--- src/baro_pkg.sv ---
package baro_pkg;

  localparam int unsigned WordW = 32;
  localparam int unsigned WordCntW = 5;
  localparam int unsigned CfgIdxW = 2;

  localparam logic [CfgIdxW-1:0] CfgGroupA = 2'd0;
  localparam logic [CfgIdxW-1:0] CfgGroupB = 2'd1;
  localparam logic [CfgIdxW-1:0] CfgGroupC = 2'd2;
  localparam logic [CfgIdxW-1:0] CfgOss    = 2'd3;

  localparam logic [WordW-1:0] Sign32 = 32'h8000_0000;

  typedef enum logic [1:0] {
    OP_MUL,
    OP_UDIV,
    OP_SDIV
  } baro_op_t;

  typedef struct packed {
    logic     start;
    baro_op_t op;
  } baro_req_t;

  typedef struct packed {
    logic done;
    logic busy;
  } baro_sts_t;

  function automatic logic [WordW-1:0] asr(input logic [WordW-1:0] v,
                                           input logic [WordCntW-1:0] n);
    asr = WordW'($signed(v) >>> n);
  endfunction

endpackage

--- src/baro_serial_unit.sv ---
module baro_serial_unit (
  input  logic                     clk,
  input  logic                     rst_n,
  input  baro_pkg::baro_req_t      req,
  input  logic [31:0]              opa,
  input  logic [31:0]              opb,
  output baro_pkg::baro_sts_t      sts,
  output logic [31:0]              res
);
  import baro_pkg::*;

  logic [WordW-1:0]    acc_r, acc_nxt;
  logic [WordW-1:0]    sa_r, sa_nxt;
  logic [WordW-1:0]    sb_r, sb_nxt;
  logic [WordW:0]      rem_r, rem_nxt;
  logic [WordCntW-1:0] cnt_r, cnt_nxt;
  logic                busy_r, busy_nxt;
  logic                done_r, done_nxt;
  logic                neg_r, neg_nxt;
  baro_op_t            op_r, op_nxt;
  logic [WordW:0]      trial;
  logic [WordW-1:0]    qv;

  always_comb begin
    acc_nxt  = acc_r;
    sa_nxt   = sa_r;
    sb_nxt   = sb_r;
    rem_nxt  = rem_r;
    cnt_nxt  = cnt_r;
    busy_nxt = busy_r;
    done_nxt = 1'b0;
    neg_nxt  = neg_r;
    op_nxt   = op_r;
    trial    = {rem_r[WordW-1:0], sa_r[WordW-1]} - {1'b0, sb_r};
    qv       = '0;
    if (req.start) begin
      op_nxt   = req.op;
      busy_nxt = 1'b1;
      cnt_nxt  = '0;
      acc_nxt  = '0;
      rem_nxt  = '0;
      neg_nxt  = 1'b0;
      sa_nxt   = opa;
      sb_nxt   = opb;
      if (req.op == OP_SDIV) begin
        neg_nxt = opa[WordW-1] ^ opb[WordW-1];
        sa_nxt  = opa[WordW-1] ? WordW'(-opa) : opa;
        sb_nxt  = opb[WordW-1] ? WordW'(-opb) : opb;
      end
    end else if (busy_r) begin
      unique case (op_r)
        OP_MUL: begin
          acc_nxt = sb_r[0] ? acc_r + sa_r : acc_r;
          sa_nxt  = {sa_r[WordW-2:0], 1'b0};
          sb_nxt  = {1'b0, sb_r[WordW-1:1]};
        end
        default: begin
          sa_nxt = {sa_r[WordW-2:0], 1'b0};
          if (!trial[WordW]) begin
            rem_nxt = trial;
            acc_nxt = {acc_r[WordW-2:0], 1'b1};
          end else begin
            rem_nxt = {rem_r[WordW-1:0], sa_r[WordW-1]};
            acc_nxt = {acc_r[WordW-2:0], 1'b0};
          end
        end
      endcase
      cnt_nxt = cnt_r + 1'b1;
      if (cnt_r == WordCntW'(WordW - 1)) begin
        busy_nxt = 1'b0;
        done_nxt = 1'b1;
      end
    end
  end

  always_ff @(posedge clk) begin
    if (!rst_n) begin
      busy_r <= 1'b0;
      done_r <= 1'b0;
      cnt_r  <= '0;
      op_r   <= OP_MUL;
    end else begin
      busy_r <= busy_nxt;
      done_r <= done_nxt;
      cnt_r  <= cnt_nxt;
      op_r   <= op_nxt;
    end
    acc_r <= acc_nxt;
    sa_r  <= sa_nxt;
    sb_r  <= sb_nxt;
    rem_r <= rem_nxt;
    neg_r <= neg_nxt;
  end

  always_comb begin
    res = acc_r;
    if (op_r == OP_SDIV && neg_r) res = WordW'(-acc_r);
  end

  assign sts.done = done_r;
  assign sts.busy = busy_r;

  property p_done_after_busy;
    @(posedge clk) disable iff (!rst_n) done_r |-> !busy_r && $past(busy_r);
  endproperty
  a_done_after_busy: assert property (p_done_after_busy) else $error("done without run");

  property p_no_start_busy;
    @(posedge clk) disable iff (!rst_n) busy_r && !done_r |-> !req.start;
  endproperty
  a_no_start_busy: assert property (p_no_start_busy) else $error("start while busy");

  property p_cnt_idle;
    @(posedge clk) disable iff (!rst_n) !busy_r |-> cnt_r == '0 || done_r || $past(req.start) == 1'b0;
  endproperty
  a_cnt_idle: assert property (p_cnt_idle) else $error("count off");

endmodule

--- src/barometer_compensation.sv ---
// Barometer compensation.
// in_ channel: one request per conversion, tdata = raw_count, tuser = mode.
// mode 0 computes and stores B5, returns temperature in 0.1 degC;
// mode 1 uses the stored B5 and the oversampling register, returns Pa.
// out_ channel: tdata = reading (signed 32), tuser = {divide_fault, kind}.
// cfg_ port: three calibration words and oversampling, to be written
// while idle by the user; the block itself does not enforce this.
// All multiplies and divides run through one shift-add / restoring unit.
// Temperature: 2 operations; pressure: 11 operations. A zero divisor
// ends early. One request in flight; in_tready drops from acceptance
// until the result is loaded into the output register. A stalled
// receiver holds the result and blocks the next request. Reset clears
// the calibration and oversampling registers, B5, the sequencer and the
// output valid; calibration reads zero.
module barometer_compensation (
  input  logic        clk,
  input  logic        rst_n,
  input  logic        in_tvalid,
  output logic        in_tready,
  input  logic [23:0] in_tdata,   // raw_count [23:0]
  input  logic        in_tuser,   // mode [0]
  output logic        out_tvalid,
  input  logic        out_tready,
  output logic [31:0] out_tdata,  // reading [31:0]
  output logic [1:0]  out_tuser,  // kind [0], divide_fault [1]
  input  logic        cfg_we,
  input  logic [1:0]  cfg_index,
  input  logic [63:0] cfg_wdata
);
  import baro_pkg::*;

  typedef enum logic [4:0] {
    S_IDLE, S_T1, S_T2, S_T3, S_TF,
    S_P1, S_P2, S_P3, S_P4, S_P5, S_P6, S_P7, S_P8, S_P9, S_P10, S_P11, S_P12,
    S_PF, S_OUT
  } state_t;

  state_t      state_r;
  logic [63:0] ga_r, gb_r, gc_r;
  logic [1:0]  oss_r;
  logic [31:0] b5_r;
  logic        mode_r;
  logic [23:0] raw_r;
  logic [31:0] t0_r, t1_r, t2_r, t3_r;
  logic        wait_r;
  logic        fault_r;
  logic [31:0] rd_r;
  logic        ov_r;
  logic        out_load;
  baro_req_t   req;
  baro_sts_t   sts;
  logic [31:0] opa, opb, res;

  logic [31:0] ac1, ac2, ac3, ac4, ac5, ac6, b1, b2, mc, md;
  assign ac1 = {{16{ga_r[63]}}, ga_r[63:48]};
  assign ac2 = {{16{ga_r[47]}}, ga_r[47:32]};
  assign ac3 = {{16{ga_r[31]}}, ga_r[31:16]};
  assign ac4 = {16'd0, ga_r[15:0]};
  assign ac5 = {16'd0, gb_r[63:48]};
  assign ac6 = {16'd0, gb_r[47:32]};
  assign b1  = {{16{gb_r[31]}}, gb_r[31:16]};
  assign b2  = {{16{gb_r[15]}}, gb_r[15:0]};
  assign mc  = {{16{gc_r[31]}}, gc_r[31:16]};
  assign md  = {{16{gc_r[15]}}, gc_r[15:0]};

  baro_serial_unit u_unit (
    .clk(clk), .rst_n(rst_n), .req(req), .opa(opa), .opb(opb), .sts(sts), .res(res)
  );

  assign in_tready = (state_r == S_IDLE);
  assign out_load  = (state_r == S_OUT) && (!ov_r || out_tready);

  logic [31:0] b6;
  assign b6 = b5_r - 32'd4000;

  // t0: sq, t1: x1 then b3, t2: x1 then b4, t3: b7 / p
  always_comb begin
    req.start = 1'b0;
    req.op    = OP_MUL;
    opa       = '0;
    opb       = '0;
    if (!wait_r) begin
      req.start = 1'b1;
      unique case (state_r)
        S_T1: begin opa = {16'd0, raw_r[15:0]} - ac6; opb = ac5; end
        S_T2: begin opa = mc << 11; opb = t0_r; req.op = OP_SDIV; end
        S_P1: begin opa = b6; opb = b6; end
        S_P2: begin opa = b2; opb = t0_r; end
        S_P3: begin opa = ac2; opb = b6; end
        S_P4: begin opa = ac3; opb = b6; end
        S_P5: begin opa = b1; opb = t0_r; end
        S_P6: begin opa = ac4; opb = asr(t2_r + 32'd2, 5'd2) + 32'd32768; end
        S_P7: begin opa = ({8'd0, raw_r} >> (4'd8 - {2'b0, oss_r})) - t1_r;
          opb = 32'd50000 >> oss_r; end
        S_P8: begin opa = t3_r[31] ? t3_r : {t3_r[30:0], 1'b0}; opb = t2_r;
          req.op = OP_UDIV; end
        S_P9: begin opa = asr(t3_r, 5'd8); opb = asr(t3_r, 5'd8); end
        S_P10: begin opa = t0_r; opb = 32'd3038; end
        S_P11: begin opa = 32'd0 - 32'd7357; opb = t3_r; end
        default: req.start = 1'b0;
      endcase
    end
  end

  always_ff @(posedge clk) begin
    if (!rst_n) begin
      state_r <= S_IDLE;
      ga_r    <= '0;
      gb_r    <= '0;
      gc_r    <= '0;
      oss_r   <= '0;
      b5_r    <= '0;
      wait_r  <= 1'b0;
      ov_r    <= 1'b0;
    end else begin
      if (cfg_we) begin
        unique case (cfg_index)
          CfgGroupA: ga_r  <= cfg_wdata;
          CfgGroupB: gb_r  <= cfg_wdata;
          CfgGroupC: gc_r  <= cfg_wdata;
          CfgOss:    oss_r <= cfg_wdata[1:0];
        endcase
      end
      if (out_load) ov_r <= 1'b1;
      else if (out_tvalid && out_tready) ov_r <= 1'b0;
      if (req.start) wait_r <= 1'b1;
      if (sts.done) wait_r <= 1'b0;
      unique case (state_r)
        S_IDLE: if (in_tvalid) begin
          mode_r  <= in_tuser;
          raw_r   <= in_tdata;
          fault_r <= 1'b0;
          rd_r    <= '0;
          state_r <= in_tuser ? S_P1 : S_T1;
        end
        S_T1: if (sts.done) begin
          t0_r    <= asr(res, 5'd15) + md;
          t1_r    <= asr(res, 5'd15);
          state_r <= S_T2;
          if (asr(res, 5'd15) + md == '0) begin
            fault_r <= 1'b1;
            state_r <= S_OUT;
          end
        end
        S_T2: if (sts.done) begin
          b5_r    <= t1_r + res;
          rd_r    <= asr(t1_r + res + 32'd8, 5'd4);
          state_r <= S_OUT;
        end
        S_P1: if (sts.done) begin t0_r <= asr(res, 5'd12); state_r <= S_P2; end
        S_P2: if (sts.done) begin t1_r <= asr(res, 5'd11); state_r <= S_P3; end
        S_P3: if (sts.done) begin
          t1_r <= asr((((ac1 << 2) + t1_r + asr(res, 5'd11)) << oss_r) + 32'd2, 5'd2);
          state_r <= S_P4;
        end
        S_P4: if (sts.done) begin t2_r <= asr(res, 5'd13); state_r <= S_P5; end
        S_P5: if (sts.done) begin t2_r <= t2_r + asr(res, 5'd16); state_r <= S_P6; end
        S_P6: if (sts.done) begin t2_r <= res >> 15; state_r <= S_P7; end
        S_P7: if (sts.done) begin
          t3_r <= res;
          state_r <= S_P8;
          if (t2_r == '0) begin
            fault_r <= 1'b1;
            state_r <= S_OUT;
          end
        end
        S_P8: if (sts.done) begin
          t3_r    <= t3_r[31] ? {res[30:0], 1'b0} : res;
          state_r <= S_P9;
        end
        S_P9: if (sts.done) begin t0_r <= res; state_r <= S_P10; end
        S_P10: if (sts.done) begin t0_r <= asr(res, 5'd16); state_r <= S_P11; end
        S_P11: if (sts.done) begin
          rd_r    <= t3_r + asr(t0_r + asr(res, 5'd16) + 32'd3791, 5'd4);
          state_r <= S_OUT;
        end
        S_OUT: if (out_load) begin
          state_r <= S_IDLE;
        end
        default: state_r <= S_IDLE;
      endcase
    end
  end

  logic [31:0] o_rd_r;
  logic [1:0]  o_us_r;
  always_ff @(posedge clk) begin
    if (out_load) begin
      o_rd_r <= rd_r;
      o_us_r <= {fault_r, mode_r};
    end
  end

  assign out_tvalid = ov_r;
  assign out_tdata  = o_rd_r;
  assign out_tuser  = o_us_r;

  property p_fault_zero;
    @(posedge clk) disable iff (!rst_n) out_tvalid && out_tuser[1] |-> out_tdata == '0;
  endproperty
  a_fault_zero: assert property (p_fault_zero) else $error("fault with reading");

  property p_idle_unit;
    @(posedge clk) disable iff (!rst_n) state_r == S_IDLE |-> !sts.busy;
  endproperty
  a_idle_unit: assert property (p_idle_unit) else $error("unit busy in idle");

  property p_accept_leaves;
    @(posedge clk) disable iff (!rst_n) in_tvalid && in_tready |=> !in_tready;
  endproperty
  a_accept_leaves: assert property (p_accept_leaves) else $error("second accept");

endmodule
--- config.mk ---
export PLATFORM = sky130hd
export DESIGN_NAME = barometer_compensation
export DESIGN_NICKNAME = d
export VERILOG_FILES = /design/src/baro_pkg.sv /design/src/baro_serial_unit.sv /design/src/barometer_compensation.sv
export SDC_FILE = /design/constraint.sdc
export NUM_CORES = 2
export LEC_CHECK = 0
export ABC_AREA = 1
export BUFFER_PORTS_ARGS = -buffer_cell sky130_fd_sc_hd__buf_2
export CAP_MARGIN = 25
export CELL_PAD_IN_SITES_DETAIL_PLACEMENT = 1
export CELL_PAD_IN_SITES_GLOBAL_PLACEMENT = 2
export CORE_AREA = 2 2 383 347
export DETAILED_ROUTE_END_ITERATION = 8
export DIE_AREA = 0 0 385 349
export PLACE_DENSITY_LB_ADDON = 0.08
export SETUP_SLACK_MARGIN = 0.5
export SYNTH_ARGS = -nofsm -noshare
export SYNTH_HDL_FRONTEND = slang
export SYNTH_SLANG_ARGS = --single-unit
--- constraint.sdc ---
create_clock -name clk -period 7.8 [get_ports clk]
set_input_delay 1.56 -clock clk [delete_from_list [all_inputs] [get_ports clk]]
set_output_delay 1.56 -clock clk [all_outputs]
set_load 0.1 [all_outputs]
; Yosys cells after proc, flatten, opt, wreduce, memory -nomap -nowiden
; Cells that the tools add are included.
[totals]
regBits = 559
inputBits = 96
[classes]
shift = 3
n_eq_ne = 39
mux = 72
bitwise_logic = 4
n_addsub = 22
reduce_logical = 42
[op_table]
columns = op, n
row1 = 32-bit 2-to-1 mux, 31
row2 = 32-bit one-hot mux with 13 select lines, 1
row3 = 32-bit one-hot mux with 3 select lines, 3
row4 = 32-bit one-hot mux with 9 select lines, 1
row5 = 32-bit adder, 7
row6 = 32-bit one-hot mux with 4 select lines, 1
row7 = 32-bit negation, 3
row8 = 5-bit 2-to-1 mux, 16
row9 = 5-bit one-hot mux with 14 select lines, 1
row10 = 32-bit by 2-bit adder with 32-bit output (second input constant), 2
row11 = 32-bit zero test, 2
row12 = 32-bit one-hot mux with 2 select lines, 1
row13 = 5-bit by 4-bit equality test with 1-bit output (second input constant), 8
row14 = 33-bit by 32-bit subtractor with 33-bit output, 1
row15 = 32-bit by 12-bit adder with 32-bit output (second input constant), 1
row16 = 32-bit by 4-bit adder with 32-bit output (second input constant), 1
row17 = 32-bit by 2-bit << shifter with 32-bit output, 1
row18 = 16-bit by 2-bit right shift with 32-bit output (first input constant), 1
row19 = 24-bit by 4-bit right shift with 32-bit output, 1
row20 = 32-bit by 12-bit subtractor with 32-bit output (second input constant), 1
row21 = 32-bit subtractor, 1
row22 = 30-bit by 17-bit adder with 31-bit output (second input constant), 1
row23 = 2-bit by 1-bit inequality test with 1-bit output (second input constant), 15
row24 = 17-bit by 16-bit adder with 18-bit output, 1
row25 = 34 further kinds, 80

; Depth between registers and ports, before layout
[depth]
word_depth = 9
depth_mapped = 38
ltp_nobuf = 38

; Hierarchy
; Synthesis repeated with hierarchy kept, for this count alone.
[hier_totals]
hier_cells = 7608
hier_area_um2 = 49862.8
[by_module_without_submodules]
columns = module, cells_per_inst, area_per_inst_um2, instances
row1 = barometer_compensation, 5488, 36806.6, 1
row2 = baro_serial_unit, 2120, 13056.3, 1

; Least setup slack after synthesis
; Ideal clock, no wire load.
[synth_timing]
path_kind = register to register
from = reg oss_r[0]
to = reg u_unit.sa_r[18], data pin
arrival_time_ns = 5.281
path_buffers = 8
t_required_ns = 7.538
setup_time_ns = 0.262
slack_ns = 2.257
stages_incl_launch_ff = 35
path_cell_list = dfxtp_1 buf_2 inv_1 buf_2 buf_1 buf_1 buf_1 clkbuf_1 ha_1 clkbuf_1 inv_1 clkbuf_1 nand3_1 o21ai_0 o21ai_0 ha_1 a21oi_1 nand2_1 a21boi_0 o21ai_0 nand2_1 nand2_1 or2_2 nand3_1 nand3_1 nand2_1 nand2_1 nor2_1 nand3_1 nor2_1 nand3b_1 nand2_1 nand2_1 nand2_1 o21ai_0
[synth_between]
elab_chain_len = 9
[synth_lines]
columns = element, line_no
row1 = "start, declared", barometer_compensation.sv:40  ; logic [1:0] oss_r;
row2 = "start signal, assigned", barometer_compensation.sv:121  ; CfgOss: oss_r <= cfg_wdata[1:0];
row3 = 4-bit by 2-bit subtractor with 4-bit output (*), barometer_compensation.sv:93  ; S_P7: begin opa = ({8'd0, raw_r} >> (4'd8 - {2'b0, oss_r})) - t1_r;
row4 = 24-bit by 4-bit right shift with 32-bit output (*), barometer_compensation.sv:93
row5 = 32-bit subtractor (*), barometer_compensation.sv:93
row6 = 32-bit one-hot mux with 13 select lines (*), barometer_compensation.sv:84  ; unique case (state_r)
row7 = 32-bit 2-to-1 mux (*), barometer_compensation.sv:82  ; if (!wait_r) begin
row8 = 32-bit negation, baro_serial_unit.sv:47  ; sa_nxt = opa[WordW-1] ? WordW'(-opa) : opa;
row9 = 32-bit 2-to-1 mux, baro_serial_unit.sv:47
row10 = 32-bit 2-to-1 mux (*), baro_serial_unit.sv:45  ; if (req.op == OP_SDIV) begin
row11 = 32-bit 2-to-1 mux (*), baro_serial_unit.sv:36  ; if (req.start) begin
row12 = named net u_unit.sa_nxt[18], baro_serial_unit.sv:13  ; logic [WordW-1:0] sa_r, sa_nxt;
row13 = "end signal, assigned", baro_serial_unit.sv:89  ; sa_r <= sa_nxt;
row14 = "end, declared", baro_serial_unit.sv:13
; Mark *: on every way through the listed nets, which the timed path passes. The rest lies on a longest branch.
; A chain may end at the register's enable or synchronous reset.

; Worst setup path in the final report
[layout_timing]
from = reg u_unit.acc_r[1]
to = reg rd_r[21], data pin
[layout_between]
elab_chain_len = 7
word_cells_on_any_way = 10
cone_classes = add/sub: 6 / mux: 4
[layout_lines]
columns = element, line_no
row1 = "start, declared", baro_serial_unit.sv:12  ; logic [WordW-1:0] acc_r, acc_nxt;
row2 = "start signal, assigned", baro_serial_unit.sv:88  ; acc_r <= acc_nxt;
row3 = 32-bit negation, baro_serial_unit.sv:97  ; if (op_r == OP_SDIV && neg_r) res = WordW'(-acc_r);
row4 = 32-bit 2-to-1 mux (*), baro_serial_unit.sv:97
row5 = 32-bit adder, barometer_compensation.sv:174  ; rd_r <= t3_r + asr(t0_r + asr(res, 5'd16) + 32'd3791, 5'd4);
row6 = 32-bit by 12-bit adder with 32-bit output, barometer_compensation.sv:174
row7 = 32-bit adder, barometer_compensation.sv:174
row8 = 32-bit 2-to-1 mux, barometer_compensation.sv:173  ; S_P11: if (sts.done) begin
row9 = 32-bit one-hot mux with 3 select lines (*), barometer_compensation.sv:128  ; unique case (state_r)
row10 = "end signal, assigned", barometer_compensation.sv:147  ; rd_r <= asr(t1_r + res + 32'd8, 5'd4);
row11 = "end signal, assigned", barometer_compensation.sv:174
row12 = "end, declared", barometer_compensation.sv:47  ; logic [31:0] rd_r;
; Every way passes the cells marked *; elsewhere a longest branch is shown, timed or not. The select of a mux whose other input is x is not followed.

==> summary.txt <==
Status
  – Status: complete, no violations

STA
  – Slew @ Worst Pin: roughly 1.3 ns
  – Slew headroom: 14.9%
  – Setup TNS: 0 ns
  – Final setup vio count: 0
  – Fin. max-slew vios: 0
  – Crit share post-route: 86.3%
  – F_max: 149 MHz
  – Hold Violations, Final: 0
  – Final Critical Period: 6.73 ns
  – RSZ-0062 raised after global routing: true
  – Fin Clk Skew: 0.0298 ns
  – Hold_ws: between 0.4 and 0.5 ns

Power
  – Pwr Total: 0.0190 W
  – NetSw: 0.00990 W
  – Pwr/cell area: 354 nW/um^2
  – Leakage: 24.7 nW
  – Sw Ratio: 52.2%
  – Logic pwr share: 58.2%
  – VDD IR max: 0.216 mV
  – Internal Power: 0.00908 W
  – Clock network fraction of total power: 20.2%
  – Seq pwr share: about 22%

CTS
  – H-Tree Depth: 3
  – CTS max path bufs: 3
  – CTS tree: done
  – Clock-pin slew on the worst setup and hold paths: approximately 0.07 ns
  – Cts bufs inserted: 74
  – Skew-Pair Late Insertion Delay: about 0.73 ns
  – CTS Sinks: about 560
  – Root buffer cell: clkbuf_16

Critical path
  – Crit-path slowest cell: o21ai_0
  – Critical R2R Capture: rd_r[21]
  – CP Capture Type: flop
  – CP arrival: 7.20 ns
  – Crit-path leading delay family: compound AO/OA/AOI/OAI gates
  – FF-to-FF Start: u_unit.acc_r[1]
  – Crit. Startpoint: u_unit.acc_r[1]
  – Worst path bufs/invs: 3
  – Top cell by count, worst path: nand2_1
  – Critical path class: flop to flop
  – Worst Setup Start Kind: flop
  – CP required: ~8.3 ns
  – Critical path peak fanout: 5
  – R2r setup slk: 1.07 ns
  – Critical path depth in cells: 35
  – Crit path capture: rd_r[21]
  – Crit path largest cell delay: 0.59 ns
  – Cells on worst reg2reg path: 35

Placement
  – PortBufs: 131
  – Placed insts: 8909
  – Detailed Place HPWL: 203 mm
  – Post-placement cell area: 50900 um^2
  – Routability Congestion: about 1.1

Min path
  – Worst Hold Class: flop to flop

Logic synthesis
  – Post-synthesis register bit count: 557
  – Synth Area in XOR/XNOR: 4.01%
  – Asr flop ratio synth: 0%
  – Synth warn: 0
  – Post-Synthesis Cells: about 7000
  – Synth unique cells: between 70 and 80
  – Top FF cell, synth: edfxtp_1
  – Multiplexer area fraction after synthesis: 0.167%
  – Sequential area share after synthesis: 29.2%
  – Synth Area in Compound Gates: 20.3%
  – Simple-Gate Fraction of Synth Area: 28.0%
  – Avg Cell Area, Syn: 6.70 um^2
  – Synth Area in Adders: under 10%
  – EDFF count, synth: 283
  – Mapped Area: 48000 um^2
  – Largest family of logic cells by synthesized area: simple AND/OR/NAND/NOR gates

Final layout
  – Commonest non-fill, non-tap cell in the layout: nand2_1
  – Final std cells w/o fill: slightly above 9000
  – Most frequent cells in the layout: nand2_1, inv_1, nor2_1
  – Finished layout cell area: 53600 um^2
  – Synth-to-Final Area Change: 11.8%
  – Nets@finish: 7701
  – Fraction of layout cells with a size suffix above 1: between 7 and 8%

Routing
  – Pre-antenna DRT Iters: 6
  – WL final: 253 mm
  – Post-DRT Antenna Nets: 0
  – DRC: 0
  – DRT iter0 DRCs: 5359
  – DR WL/cell: 27.9 um
  – Vias per Instance: 5.82
  – DR vias: about 53000

GRT
  – First-pass GRT wire length: 362 mm
  – GRT Util Overall: 36.9%
  – Total congestion overflow: 0
  – Initial antenna violation count: 16
  – Largest net degree at the start of global routing: 95
  – Vias in the first global route: 51500

Floorplan
  – Die area: between 100000 and 150000 um^2
  – IO Count: 132
  – Starting Density: 36.8%
  – Die Wd: 385 um
  – Row cnt: ~130
  – DIE HEIGHT: 349 um
  – Core area: 130000 um^2

Flow run
  – Max_cap viols: 0
==> registers in the layout, summed over array words and instances, names as in the netlist, 30 cells and up <==
name / flops
u_unit.rem_r: 32
gb_r: 64
gc_r: 32
t3_r: 32
rd_r: 32
b5_r: 32
u_unit.sa_r: 32
out_tdata: 32
t0_r: 32
t2_r: 32
u_unit.acc_r: 32
t1_r: 30
ga_r: 64
u_unit.sb_r: 32
==> how the worst min path moves through the flow <==
stage | startpoint | to | slack [ns] | cells after the start
after CTS | rd_r[1] | out_tdata[1] | 0.41 | 0
after global placement | rd_r[27] | out_tdata[27] | 0.40 | 0
after global routing | rd_r[1] | out_tdata[1] | 0.42 | 0
after floorplan | rd_r[0] | out_tdata[0] | 0.40 | 0
after detailed placement | mode_r | out_tuser[0] | 0.41 | 0
final | rd_r[1] | out_tdata[1] | 0.41 | 0
==> cell usage after synthesis, drive strengths merged (7+ instances only) <==
library cell | number | area, um^2
nand4 | 103 | 644
a221oi | 33 | 295
nor3 | 79 | 432
o22ai | 42 | 263
a21o | 24 | 180
inv | 865 | 3250
o21ai | 665 | 3350
nand3b | 15 | 113
a31oi | 37 | 231
edfxtp | 283 | 8500
xor2 | 167 | 1480
a21oi | 647 | 3250
o211ai | 75 | 568
a21boi | 22 | 165
nor2 | 813 | 3170
nand2 | 1678 | 6360
dfxtp | 274 | 5490
ha | 307 | 3840
a22oi | 9 | 67.6
or2 | 31 | 194
a211oi | 16 | 120
nor4 | 36 | 225
o21bai | 33 | 251
clkbuf | 150 | 563
o2111ai | 16 | 140
fa | 37 | 741
a22o | 7 | 61.3
o221ai | 43 | 377
o31ai | 7 | 52.6
nand3 | 432 | 2170
xnor2 | 51 | 447
buf | 78 | 359
clkinv | 13 | 48.8
o21a | 17 | 128
mux2i | 8 | 80.1
==> logic make-up after synthesis <==
| family | Yosys count |
|---|---|
| AOI/OAI and AO/OA | 1716 |
| xor gates and xnor gates | 218 |
| adders and majority gates | 344 |
| buffers and inverters | 1106 |
| DFF | 557 |
| muxes | 8 |
| other | 1 |
| and+or+nand+nor | 3205 |
==> power groups by stage <==
stage                     clock network [W]  logic, W  registers, W
after floorplan                           0   0.00693       0.00400
after global placement                    0    0.0106       0.00415
after detailed placement                  0    0.0108       0.00416
after CTS                           0.00387    0.0108       0.00410
after global routing                0.00397    0.0121       0.00415
final                               0.00382    0.0110       0.00411
==> layout make-up <==
| class | count | area [um^2] |
|---|---|---|
| fillers | 16700 | 76700 |
| multi-input cells | 5495 | 29900 |
| flip-flops and latches | 557 | 14000 |
| inverters | 878 | 3300 |
| clock buffers | 103 | 2250 |
| well taps | 1728 | 2160 |
| repair buffers | 255 | 1620 |
| clock inverters | 33 | 408 |
| diodes | 9 | 22.5 |
==> routing by layer <==
metal	global-route usage, %	wire length (um)	part of all wire (%)
met3	9.99	21800	8.6
met1	50.2	113000	45
met2	54.8	106000	42
met4	14.9	12000	4.7
met5	2.25	440	0.17
==> repair_timing <==
action	CTS	global route
resized for setup	0	2
buffers inserted	0	0
setup endpoints to repair	0	3
hold buffers	0	0
==> metrics by stage <==
stage	worst slack, ns	util [%]
after floorplan	2.26	-
after global placement	1.30	39.0
after detailed placement	1.20	39.0
after CTS	1.17	41.1
after global routing	0.459	41.1
final	1.07	41.1
(Power assumes the default switching activity.)
